--- config.mk ---
export PLATFORM = sky130hd
export DESIGN_NAME = sha256_message_digest_flat
export DESIGN_NICKNAME = d
export VERILOG_FILES = /design/src/rtl/core/sha256md_pkg.sv /design/src/rtl/core/sha256md_if.sv /design/src/rtl/core/sha256_message_digest.sv /design/src/flat_wrapper.sv
export SDC_FILE = /design/constraint.sdc
export NUM_CORES = 2
export LEC_CHECK = 0
export BUFFER_PORTS_ARGS = -buffer_cell sky130_fd_sc_hd__buf_2
export CAP_MARGIN = 20
export CORE_AREA = 5 5 374 340
export DETAILED_ROUTE_END_ITERATION = 7
export DIE_AREA = 0 0 379 345
export PLACE_DENSITY_LB_ADDON = 0.12
export SLEW_MARGIN = 5
export SYNTH_ARGS = -nofsm -noshare
export SYNTH_HDL_FRONTEND = slang
export SYNTH_SLANG_ARGS = --single-unit
--- constraint.sdc ---
create_clock -name clk -period 14.65 [get_ports clk]
set_input_delay 0.7325 -clock clk [delete_from_list [all_inputs] [get_ports clk]]
set_output_delay 0.7325 -clock clk [all_outputs]
set_load 0.02 [all_outputs]
--- src/rtl/core/sha256md_pkg.sv ---
// Shared types and constants for the SHA-256 message digest block.
// No dependencies; used by the channel interfaces and the top level.
`default_nettype none

package sha256md_pkg;

  localparam int WORD_W = 32;
  localparam int CNT_W  = 3;

  typedef logic [WORD_W-1:0] word_t;
  typedef logic [CNT_W-1:0]  bcount_t;

  // Sequencer states.
  typedef enum logic [2:0] {
    S_IDLE,
    S_ROUND,
    S_FOLD,
    S_PAD,
    S_LEN_LO,
    S_OUT
  } state_t;

  localparam bcount_t    FULL_WORD_BYTES = 3'd4;
  localparam logic [3:0] LAST_SLOT       = 4'd15;
  localparam logic [3:0] LEN_HI_SLOT     = 4'd14;
  localparam logic [5:0] LAST_ROUND      = 6'd63;
  localparam logic [2:0] LAST_DIGEST     = 3'd7;
  localparam word_t      PAD_WORD        = 32'h8000_0000;

  localparam word_t INIT_HASH [8] = '{
    32'h6a09e667, 32'hbb67ae85, 32'h3c6ef372, 32'ha54ff53a,
    32'h510e527f, 32'h9b05688c, 32'h1f83d9ab, 32'h5be0cd19
  };

  localparam word_t ROUND_K [64] = '{
    32'h428a2f98, 32'h71374491, 32'hb5c0fbcf, 32'he9b5dba5,
    32'h3956c25b, 32'h59f111f1, 32'h923f82a4, 32'hab1c5ed5,
    32'hd807aa98, 32'h12835b01, 32'h243185be, 32'h550c7dc3,
    32'h72be5d74, 32'h80deb1fe, 32'h9bdc06a7, 32'hc19bf174,
    32'he49b69c1, 32'hefbe4786, 32'h0fc19dc6, 32'h240ca1cc,
    32'h2de92c6f, 32'h4a7484aa, 32'h5cb0a9dc, 32'h76f988da,
    32'h983e5152, 32'ha831c66d, 32'hb00327c8, 32'hbf597fc7,
    32'hc6e00bf3, 32'hd5a79147, 32'h06ca6351, 32'h14292967,
    32'h27b70a85, 32'h2e1b2138, 32'h4d2c6dfc, 32'h53380d13,
    32'h650a7354, 32'h766a0abb, 32'h81c2c92e, 32'h92722c85,
    32'ha2bfe8a1, 32'ha81a664b, 32'hc24b8b70, 32'hc76c51a3,
    32'hd192e819, 32'hd6990624, 32'hf40e3585, 32'h106aa070,
    32'h19a4c116, 32'h1e376c08, 32'h2748774c, 32'h34b0bcb5,
    32'h391c0cb3, 32'h4ed8aa4a, 32'h5b9cca4f, 32'h682e6ff3,
    32'h748f82ee, 32'h78a5636f, 32'h84c87814, 32'h8cc70208,
    32'h90befffa, 32'ha4506ceb, 32'hbef9a3f7, 32'hc67178f2
  };

endpackage

`default_nettype wire

--- src/rtl/core/sha256md_if.sv ---
// Valid/ready channel interfaces for message words and digest words.
// Depends on sha256md_pkg for the payload types.
`default_nettype none

interface sha256md_msg_if;
  logic                 valid;
  logic                 ready;
  sha256md_pkg::word_t   data_word;
  sha256md_pkg::bcount_t byte_count;
  logic                 is_last;

  modport source (output valid, data_word, byte_count, is_last, input ready);
  modport sink   (input valid, data_word, byte_count, is_last, output ready);
endinterface

interface sha256md_digest_if;
  logic                valid;
  logic                ready;
  sha256md_pkg::word_t digest_word;
  logic                digest_last;

  modport source (output valid, digest_word, digest_last, input ready);
  modport sink   (input valid, digest_word, digest_last, output ready);
endinterface

`default_nettype wire

--- src/rtl/core/sha256_message_digest.sv ---
// SHA-256 digest engine: takes big-endian message words and returns the eight
// digest words after the last word. The message channel stays ready after a
// word that does not complete a block. The sixteenth word of a block starts the
// compression, which runs one round per cycle on a single shared round unit:
// 64 rounds, then a fold of the result into the chaining state. The message
// channel is not ready while a block is compressed. After the last word the
// block pushes the padding words (a marker word after a full last word, zeros
// and the two length words) and compresses each of the one or two closing
// blocks; then the digest channel offers words 0 through 7, and the block is
// ready for a new message after the transfer of word 7.
// Depends on sha256md_pkg and the channel interfaces in sha256md_if.sv.
`default_nettype none

module sha256_message_digest (
  input  logic                  clk,
  input  logic                  rst,
  sha256md_msg_if.sink          msg,
  sha256md_digest_if.source     digest
);

  // Rotate right by a constant amount.
  function automatic sha256md_pkg::word_t ror(input sha256md_pkg::word_t x,
                                              input int unsigned n);
    return (x >> n) | (x << (32 - n));
  endfunction

  function automatic sha256md_pkg::word_t big_sig0(input sha256md_pkg::word_t x);
    return ror(x, 2) ^ ror(x, 13) ^ ror(x, 22);
  endfunction

  function automatic sha256md_pkg::word_t big_sig1(input sha256md_pkg::word_t x);
    return ror(x, 6) ^ ror(x, 11) ^ ror(x, 25);
  endfunction

  function automatic sha256md_pkg::word_t small_sig0(input sha256md_pkg::word_t x);
    return ror(x, 7) ^ ror(x, 18) ^ (x >> 3);
  endfunction

  function automatic sha256md_pkg::word_t small_sig1(input sha256md_pkg::word_t x);
    return ror(x, 17) ^ ror(x, 19) ^ (x >> 10);
  endfunction

  sha256md_pkg::state_t state, state_next;
  sha256md_pkg::state_t ret, ret_next;

  sha256md_pkg::word_t chain [8];
  sha256md_pkg::word_t blk   [16];
  sha256md_pkg::word_t rr    [8];

  logic [3:0]            slot;
  logic [31:0]           msg_bytes;
  logic                  need80;
  logic [5:0]            round_idx;
  logic [2:0]            out_idx;

  logic                  msg_xfer;
  logic                  dig_xfer;
  logic                  push_en;
  logic                  block_full;
  sha256md_pkg::word_t   push_data;
  sha256md_pkg::state_t  after_push;
  sha256md_pkg::bcount_t cnt_norm;
  logic [32:0]           byte_sum;
  logic [31:0]           bytes_add;
  sha256md_pkg::word_t   short_word;
  sha256md_pkg::word_t   t1;
  sha256md_pkg::word_t   t2;
  sha256md_pkg::word_t   sched_word;

  // Handshake signals.
  assign msg.ready          = (state == sha256md_pkg::S_IDLE);
  assign digest.valid       = (state == sha256md_pkg::S_OUT);
  assign digest.digest_word = chain[out_idx];
  assign digest.digest_last = (out_idx == sha256md_pkg::LAST_DIGEST);
  assign msg_xfer           = msg.valid && msg.ready;
  assign dig_xfer           = digest.valid && digest.ready;

  // Byte count of the incoming word: counts above four mean a full word.
  assign cnt_norm = (msg.byte_count > sha256md_pkg::FULL_WORD_BYTES) ?
                    sha256md_pkg::FULL_WORD_BYTES : msg.byte_count;

  // Saturating byte counter update.
  always_comb begin
    bytes_add = (msg.is_last ? {29'd0, cnt_norm} : {29'd0, sha256md_pkg::FULL_WORD_BYTES});
    byte_sum  = {1'b0, msg_bytes} + {1'b0, bytes_add};
  end

  // A short last word keeps its leading bytes and carries the padding byte.
  always_comb begin
    case (cnt_norm)
      3'd1:    short_word = {msg.data_word[31:24], 24'h80_0000};
      3'd2:    short_word = {msg.data_word[31:16], 16'h8000};
      3'd3:    short_word = {msg.data_word[31:8], 8'h80};
      default: short_word = sha256md_pkg::PAD_WORD;
    endcase
  end

  // Sequencer: next state and the word pushed into the block buffer.
  always_comb begin
    push_en    = 1'b0;
    push_data  = '0;
    after_push = state;
    state_next = state;
    ret_next   = ret;
    unique case (state)
      sha256md_pkg::S_IDLE: begin
        if (msg_xfer) begin
          push_en = 1'b1;
          if (!msg.is_last || cnt_norm == sha256md_pkg::FULL_WORD_BYTES) begin
            push_data = msg.data_word;
          end else begin
            push_data = short_word;
          end
          after_push = msg.is_last ? sha256md_pkg::S_PAD : sha256md_pkg::S_IDLE;
        end
      end
      sha256md_pkg::S_PAD: begin
        push_en = 1'b1;
        if (need80) begin
          push_data  = sha256md_pkg::PAD_WORD;
          after_push = sha256md_pkg::S_PAD;
        end else if (slot != sha256md_pkg::LEN_HI_SLOT) begin
          push_data  = '0;
          after_push = sha256md_pkg::S_PAD;
        end else begin
          push_data  = {29'd0, msg_bytes[31:29]};
          after_push = sha256md_pkg::S_LEN_LO;
        end
      end
      sha256md_pkg::S_LEN_LO: begin
        push_en    = 1'b1;
        push_data  = {msg_bytes[28:0], 3'b000};
        after_push = sha256md_pkg::S_OUT;
      end
      sha256md_pkg::S_ROUND: begin
        if (round_idx == sha256md_pkg::LAST_ROUND) begin
          state_next = sha256md_pkg::S_FOLD;
        end
      end
      sha256md_pkg::S_FOLD: begin
        state_next = ret;
      end
      sha256md_pkg::S_OUT: begin
        if (dig_xfer && out_idx == sha256md_pkg::LAST_DIGEST) begin
          state_next = sha256md_pkg::S_IDLE;
        end
      end
      default: begin
        state_next = sha256md_pkg::S_IDLE;
      end
    endcase

    // A push into the last slot completes a block and starts compression.
    block_full = push_en && (slot == sha256md_pkg::LAST_SLOT);
    if (push_en) begin
      if (block_full) begin
        state_next = sha256md_pkg::S_ROUND;
        ret_next   = after_push;
      end else begin
        state_next = after_push;
      end
    end
  end

  // State registers.
  always_ff @(posedge clk) begin
    if (rst) begin
      state <= sha256md_pkg::S_IDLE;
      ret   <= sha256md_pkg::S_IDLE;
    end else begin
      state <= state_next;
      ret   <= ret_next;
    end
  end

  // Round unit and message schedule.
  always_comb begin
    t1 = rr[7] + big_sig1(rr[4]) + ((rr[4] & rr[5]) ^ (~rr[4] & rr[6]))
       + sha256md_pkg::ROUND_K[round_idx] + blk[0];
    t2 = big_sig0(rr[0]) + ((rr[0] & rr[1]) ^ (rr[0] & rr[2]) ^ (rr[1] & rr[2]));
    sched_word = small_sig1(blk[14]) + blk[9] + small_sig0(blk[1]) + blk[0];
  end

  // Control and chaining state.
  always_ff @(posedge clk) begin
    if (rst) begin
      slot      <= '0;
      msg_bytes <= '0;
      need80    <= 1'b0;
      round_idx <= '0;
      out_idx   <= '0;
      for (int i = 0; i < 8; i++) begin
        chain[i] <= sha256md_pkg::INIT_HASH[i];
      end
    end else begin
      if (push_en) begin
        slot <= slot + 4'd1;
      end
      if (block_full) begin
        round_idx <= '0;
      end else if (state == sha256md_pkg::S_ROUND) begin
        round_idx <= round_idx + 6'd1;
      end
      if (msg_xfer) begin
        msg_bytes <= byte_sum[32] ? 32'hFFFF_FFFF : byte_sum[31:0];
        need80    <= msg.is_last && (cnt_norm == sha256md_pkg::FULL_WORD_BYTES);
      end else if (state == sha256md_pkg::S_PAD) begin
        need80 <= 1'b0;
      end
      if (state == sha256md_pkg::S_FOLD) begin
        for (int i = 0; i < 8; i++) begin
          chain[i] <= chain[i] + rr[i];
        end
      end
      // After the final digest transfer, return to the start of a message.
      if (dig_xfer) begin
        out_idx <= out_idx + 3'd1;
        if (out_idx == sha256md_pkg::LAST_DIGEST) begin
          msg_bytes <= '0;
          for (int i = 0; i < 8; i++) begin
            chain[i] <= sha256md_pkg::INIT_HASH[i];
          end
        end
      end
    end
  end

  // Block buffer as a shift line, and the working registers a..h.
  always_ff @(posedge clk) begin
    if (push_en) begin
      for (int i = 0; i < 15; i++) begin
        blk[i] <= blk[i+1];
      end
      blk[15] <= push_data;
    end else if (state == sha256md_pkg::S_ROUND) begin
      for (int i = 0; i < 15; i++) begin
        blk[i] <= blk[i+1];
      end
      blk[15] <= sched_word;
    end

    if (block_full) begin
      for (int i = 0; i < 8; i++) begin
        rr[i] <= chain[i];
      end
    end else if (state == sha256md_pkg::S_ROUND) begin
      rr[7] <= rr[6];
      rr[6] <= rr[5];
      rr[5] <= rr[4];
      rr[4] <= rr[3] + t1;
      rr[3] <= rr[2];
      rr[2] <= rr[1];
      rr[1] <= rr[0];
      rr[0] <= t1 + t2;
    end
  end

endmodule

`default_nettype wire

--- src/flat_wrapper.sv ---
// flat-port wrapper written by rule: the top's interface ports become plain ports
module sha256_message_digest_flat 
  (clk, rst, msg_valid, msg_data_word, msg_byte_count, msg_is_last, msg_ready, digest_valid, digest_digest_word, digest_digest_last, digest_ready);
  sha256md_msg_if msg_i ();
  sha256md_digest_if digest_i ();
  input  logic clk;
  input  logic rst;
  input wire logic [$bits(msg_i.valid)-1:0] msg_valid;
  input wire logic [$bits(msg_i.data_word)-1:0] msg_data_word;
  input wire logic [$bits(msg_i.byte_count)-1:0] msg_byte_count;
  input wire logic [$bits(msg_i.is_last)-1:0] msg_is_last;
  output wire logic [$bits(msg_i.ready)-1:0] msg_ready;
  output wire logic [$bits(digest_i.valid)-1:0] digest_valid;
  output wire logic [$bits(digest_i.digest_word)-1:0] digest_digest_word;
  output wire logic [$bits(digest_i.digest_last)-1:0] digest_digest_last;
  input wire logic [$bits(digest_i.ready)-1:0] digest_ready;
  assign msg_i.valid = msg_valid;
  assign msg_i.data_word = msg_data_word;
  assign msg_i.byte_count = msg_byte_count;
  assign msg_i.is_last = msg_is_last;
  assign msg_ready = msg_i.ready;
  assign digest_valid = digest_i.valid;
  assign digest_digest_word = digest_i.digest_word;
  assign digest_digest_last = digest_i.digest_last;
  assign digest_i.ready = digest_ready;
  sha256_message_digest u_core (.clk(clk), .rst(rst), .msg(msg_i), .digest(digest_i));
endmodule
Word level (Yosys, flattened, before mapping)
Memory sizes are Yosys's and may differ from the RTL's. A register that Yosys moved wholly into a read port is not among the register bits.
Index checks and enable logic that the tools add are counted.
{ "totals": {"regBits": 52, "mem_bits_rw": 1024, "rom_bits": 2048, "input_bits": 40, "elab_cells": 221, "mem_count": 4} }
{ "op_classes": {"n_addsub": 22, "order_cmp": 2, "n_eq_ne": 16, "mux": 88, "bitwise_logic": 68, "reduce_logical": 14} }
{ "mem_list": {"columns": ["memory", "depth", "width", "rd", "rd_ports_with_merged_regs", "write_ports", "line_no", "text"], "rows": [
  ["(name not given)", 64, 32, 1, 0, 0, "sha256_message_digest.sv:179", "+ sha256md_pkg::ROUND_K[round_idx] + blk[0];"],
  ["u_core.blk", 16, 32, 16, 0, 16, "sha256_message_digest.sv:47", "sha256md_pkg::word_t blk [16];"],
  ["u_core.chain", 8, 32, 9, 1, 8, "sha256_message_digest.sv:46", "sha256md_pkg::word_t chain [8];"],
  ["u_core.rr", 8, 32, 8, 0, 8, "sha256_message_digest.sv:48", "sha256md_pkg::word_t rr [8];"]
]} }
{ "ops": {"columns": ["operator", "n"], "rows": [
  ["2-to-1 mux 32 bit", 49],
  ["adder 32 bit", 18],
  ["XOR 32 bit", 9],
  ["one-hot mux 32 bit (3 select lines)", 2],
  ["bitwise AND 32 bit", 5],
  ["OR 1 bit", 40],
  ["2-to-1 mux 3 bit", 12],
  ["adder 32 x 32 -> 33 bit", 1],
  ["inverter 32 bit", 1],
  ["OR 10 x 32 -> 32 bit", 1],
  ["OR 13 x 32 -> 32 bit", 1],
  ["OR 14 x 32 -> 32 bit", 1],
  ["OR 15 x 32 -> 32 bit", 1],
  ["OR 19 x 32 -> 32 bit", 1],
  ["OR 21 x 32 -> 32 bit", 1],
  ["OR 25 x 32 -> 32 bit", 1],
  ["OR 26 x 32 -> 32 bit", 1],
  ["OR 30 x 32 -> 32 bit", 1],
  ["OR 7 x 32 -> 32 bit", 1],
  ["XOR 32 x 22 -> 32 bit", 1],
  ["XOR 32 x 29 -> 32 bit", 1],
  ["2-to-1 mux 1 bit", 21],
  ["== test 3 x 2 -> 1 bit (second input constant)", 4],
  ["== test 3 bit (second input constant)", 4],
  ["26 further kinds", 32]
]} }

Logic depth before layout (Yosys ltp)
An unclocked memory read counts as a cell.
{ "depth": {"ltp_word": 10, "ltp_mapped": 40, "mapped_depth_nobuf": 37} }

Worst setup path before layout
OpenSTA, ideal clock, no wires.
{ "synth_path": {"path_type": "input port to flip-flop", "startpoint": "input msg_valid", "endpoint": "memory u_core.blk[0][0] (netlist name) (enable)", "setup_time_ns": 3.658, "arrival_time_ns": 9.774, "required_ns": 10.992, "setup_slack_ns": 1.218, "cell_stages": 5, "n_path_buf": 2, "cell_sequence": "nand2_1 -> clkbuf_1 -> and2_1 -> clkbuf_1 -> nand2_1"} }
{ "synth_rtl": {"columns": ["element", "line_no", "text"], "rows": [
  ["from (decl)", "flat_wrapper.sv:8", "input wire logic [$bits(msg_i.valid)-1:0] msg_valid;"],
  ["to (decl)", "sha256_message_digest.sv:47", null]
]} }

==> results.py <==
metrics = {
    "synth": {
        "synth_nets": 6962,
        "ys_seq_elements": 1079,
        "yosys_warnings": 0,
        "synthSimpleGateAreaFrac_pct": 11.9,
        "synth_edf_count": 896,
        "yosysSeqAreaShare_pct": 45.6,
        "async_flop_share_pct": 0,
        "synth_area_um2": 67000,
        "synth_fa_ha_area_share_pct": 13.7,
        "avgSynthCellArea_um2": 10.6,
        "synth_top_area_share_pct": 40.2,
        "netlist_instances": 6326,
        "synthTopCellsByArea": "edfxtp_1 (40%), ha_1 (7.5%), fa_1 (5.9%), nand2_1 (5.6%), dfxtp_1 (5.5%)",
        "synth_compound_area_share_pct": 14.0,
        "synth_top_family_by_area": "compound AO/OA/AOI/OAI gates",
        "yosys.area_share.xor_xnor_pct": 7.76,
        "synthFlopType": "edfxtp_1",
        "synth_mux_area_share_pct": 3.71,
        "synth.distinct_cells": 90,
        "synth_top_cell_by_area": "edfxtp_1",
    },
    "worst_setup_path": {
        "crit_top_cell": "fa_1",
        "cp.arrival_ns": 10.94,
        "startpoint": "u_core.round_idx[0]",
        "path_max_fanout": 35,
        "cp-start-kind": "register",
        "critPathMaxStageDelay_ns": 0.61,
        "slowest_stage": "ha_1",
        "reg2reg_slack_ns": 4.19,
        "worstPathRequired_ns": 15.13,
        "reg2reg_depth": 35,
        "critPathKind": "register to register",
        "r2r-start": "u_core.round_idx[0]",
        "rr_endpoint": "u_core.rr[0][31]",
        "crit_path_end_kind": "register",
    },
    "global_routing": {
        "grt_first_pass_wirelength_um": 318000,
        "grt_overflow": 0,
        "grt_use_total_pct": 32.8,
        "antenna_found_initial": 9,
        "grt_max_degree": 182,
        "grt_pass1_vias": 46600,
    },
    "die": {
        "die_x_um": 379,
        "pin_count": 75,
        "rows": 123,
        "die-area_um2": 131000,
        "coreArea_um2": 123000,
        "die_h_um": 345,
        "initial_core_util_pct": 54.3,
    },
    "cells_and_area": {
        "drive_gt1_share_pct": 7.81,
        "fillers": 10500,
        "areaGrowthSynthToFinish_pct": 8.95,
        "layout.nets": 6942,
    },
    "hold_path": {
        "hold_path.class": "input port to register",
        "min_path_cells": 3,
        "hp-start": "digest_ready",
    },
    "cts": {
        "path_clk_slew_ns": 0.08,
        "cts_hold_buffers": 0,
        "ctsLongestPathBuffers": 3,
        "htreeDepth": 3,
        "ctsResizeCount": 0,
        "cts_root_buffer": "clkbuf_16",
        "cts_sinks": 1079,
        "cts_tree": "yes",
        "insertion_delay_ns": 0.78,
        "cts_made_buffers": 115,
        "post_cts_buffers": 0,
    },
    "sta": {
        "tns_ns": 0,
        "hold_viol": 0,
        "hold_slack_ns": 0.326,
        "fin_crit_sh_pct": 71.4,
        "drv_slew": 0,
        "skew_ns": 0.0459,
        "relSlewSlack_pct": 16.6,
        "rsz0062_at_grt": "no",
        "period_minus_slack_ns": 10.46,
        "setup_viol": 0,
        "fmaxAchievable_mhz": 95.6,
        "tightest_slew_ns": 1.24,
    },
    "placed_design": {
        "dp_hpwl_um": 163000,
        "io_buffers": 74,
        "gp_congestion": 0.979,
    },
    "detailed_routing": {
        "vias": 50100,
        "drc_errors": 0,
        "viasPerCell": 6.23,
        "first_iter_violations": 6415,
        "postRouteAntennaNets": 0,
        "post_drt_wl_per_cell_um": 27.0,
        "wl_um": 217000,
        "drt_pre_antenna_iters": 6,
    },
    "outcome": {
        "status": "completed",
    },
    "power_and_ir_drop": {
        "ir_drop_mv": 0.308,
        "leakage_nw": 28.1,
        "p_per_area_nw_per_um2": 266,
        "power_mw": 19.4,
    },
    "run": {
        "cap_violations": 0,
    },
}
-- routing by layer --
metal  GRT usage (%)  wire [um]  vias to the layer above
met5           0.703        141                        -
met4            7.18       5140                        4
met3            8.27      23100                      263
met2            42.6      84500                     2320
met1            54.1     104000                    24800
li1                -          -                    22700
-- cells in the mapped netlist (29+ instances only) --
library cell     n
nand2_1       1005
edfxtp_1       896
a21oi_1        417
ha_1           400
xnor2_1        387
o21ai_0        362
inv_1          297
nor2_1         291
clkbuf_1       252
xor2_1         206
fa_1           196
dfxtp_1        183
a21o_1         178
nand3_1        128
nor3_1          97
mux4_2          73
a211oi_1        62
nand2b_1        61
o21a_1          59
nor2b_1         54
a31oi_1         52
o21bai_1        52
o211ai_1        48
mux2_2          42
and3_1          41
mux2i_1         37
buf_1           31
a22oi_1         30
nand4_1         29
o31ai_1         29
-- placed cells by master, fill, tap and decap left out, types with 74 or more instances in the layout --
cell / count
nand2_1: 1002
edfxtp_1: 896
a21oi_1: 417
ha_1: 400
xnor2_1: 387
o21ai_0: 362
inv_1: 295
nor2_1: 288
xor2_1: 206
fa_1: 196
a21o_1: 178
dfxtp_1: 176
nand3_1: 128
clkbuf_16: 116
nor3_1: 96
buf_2: 74
-- cells by family (layout without fill, tap and decap cells) --
family | after synthesis | count (layout)
flops | 1079 | 1079
xor+xnor | 593 | 593
compound gates | 1476 | 1476
buf+inv | 581 | 661
mux | 152 | 152
simple gates | 1825 | 1825
other cells | 0 | 4
fa+ha+maj | 620 | 620
-- report_power, final --
group | internal [mW] | switching (mW) | leakage [nW] | total (mW)
Combinational | 4.76 | 7.29 | 16.4 | 12.0
Clock | 1.74 | 1.30 | 1.89 | 3.04
Sequential | 3.92 | 0.367 | 9.83 | 4.29
Total | 10.4 | 8.96 | 28.1 | 19.4
-- worst max path at each step --
stage | endpoint | slack (ns) | cells past startpoint
final | u_core.rr[0][31] | 4.19 | 35
after global routing | u_core.rr[0][31] | 3.68 | 36
after floorplan | u_core.blk[0][0] | 1.22 | 5
after global placement | u_core.rr[0][31] | 4.52 | 35
after CTS | u_core.rr[0][31] | 4.32 | 35
after detailed placement | u_core.rr[0][31] | 4.36 | 35
-- through the flow --
step | instance area [um2] | worst slack (ns) | std cells | util [%]
3_5_place_dp | 69000 | 4.36 | 7813 | 55.9
3_3_place_gp | 69000 | 4.52 | 7813 | 55.9
6_report | 73000 | 4.19 | 8035 | 59.1
4_1_cts | 72900 | 4.32 | 8030 | 59.1
5_1_grt | 73000 | 3.68 | 8031 | 59.1
2_1_floorplan | 67000 | 1.22 | 6326 | -
-- area by class of cell --
cell class	count	area (um2)	share of cell area, %
clock buffer	157	3120	4.27
clock inverter	60	808	1.11
timing repair buffer	146	973	1.33
tap	1625	2030	2.79
sequential	1079	30600	41.9
antenna	4	10.0	0.0137
multi-input combinational	4666	34300	47.0
inverter	298	1120	1.54
-- registers in the layout (all words and copies together), names as in the netlist, named ones only --
signal	count
u_core.state	3
u_core.rr	256
u_core.blk	512
u_core.round_idx	6
u_core.ret	3
u_core.msg_bytes	32
u_core.out_idx	3
u_core.slot	4
u_core.chain	256
u_core.need80	1
-- critical path, delay by kind of cell (launching register included) --
family	cells	cell delay [ns]
adders and majority gates	8	3.54
AOI/OAI and AO/OA	12	2.74
buffers and inverters	7	1.43
and+or+nand+nor	5	1.31
muxes	1	0.52
xor gates and xnor gates	2	0.33
DFF	1	0.31
Power figures use the tool's default switching activity.
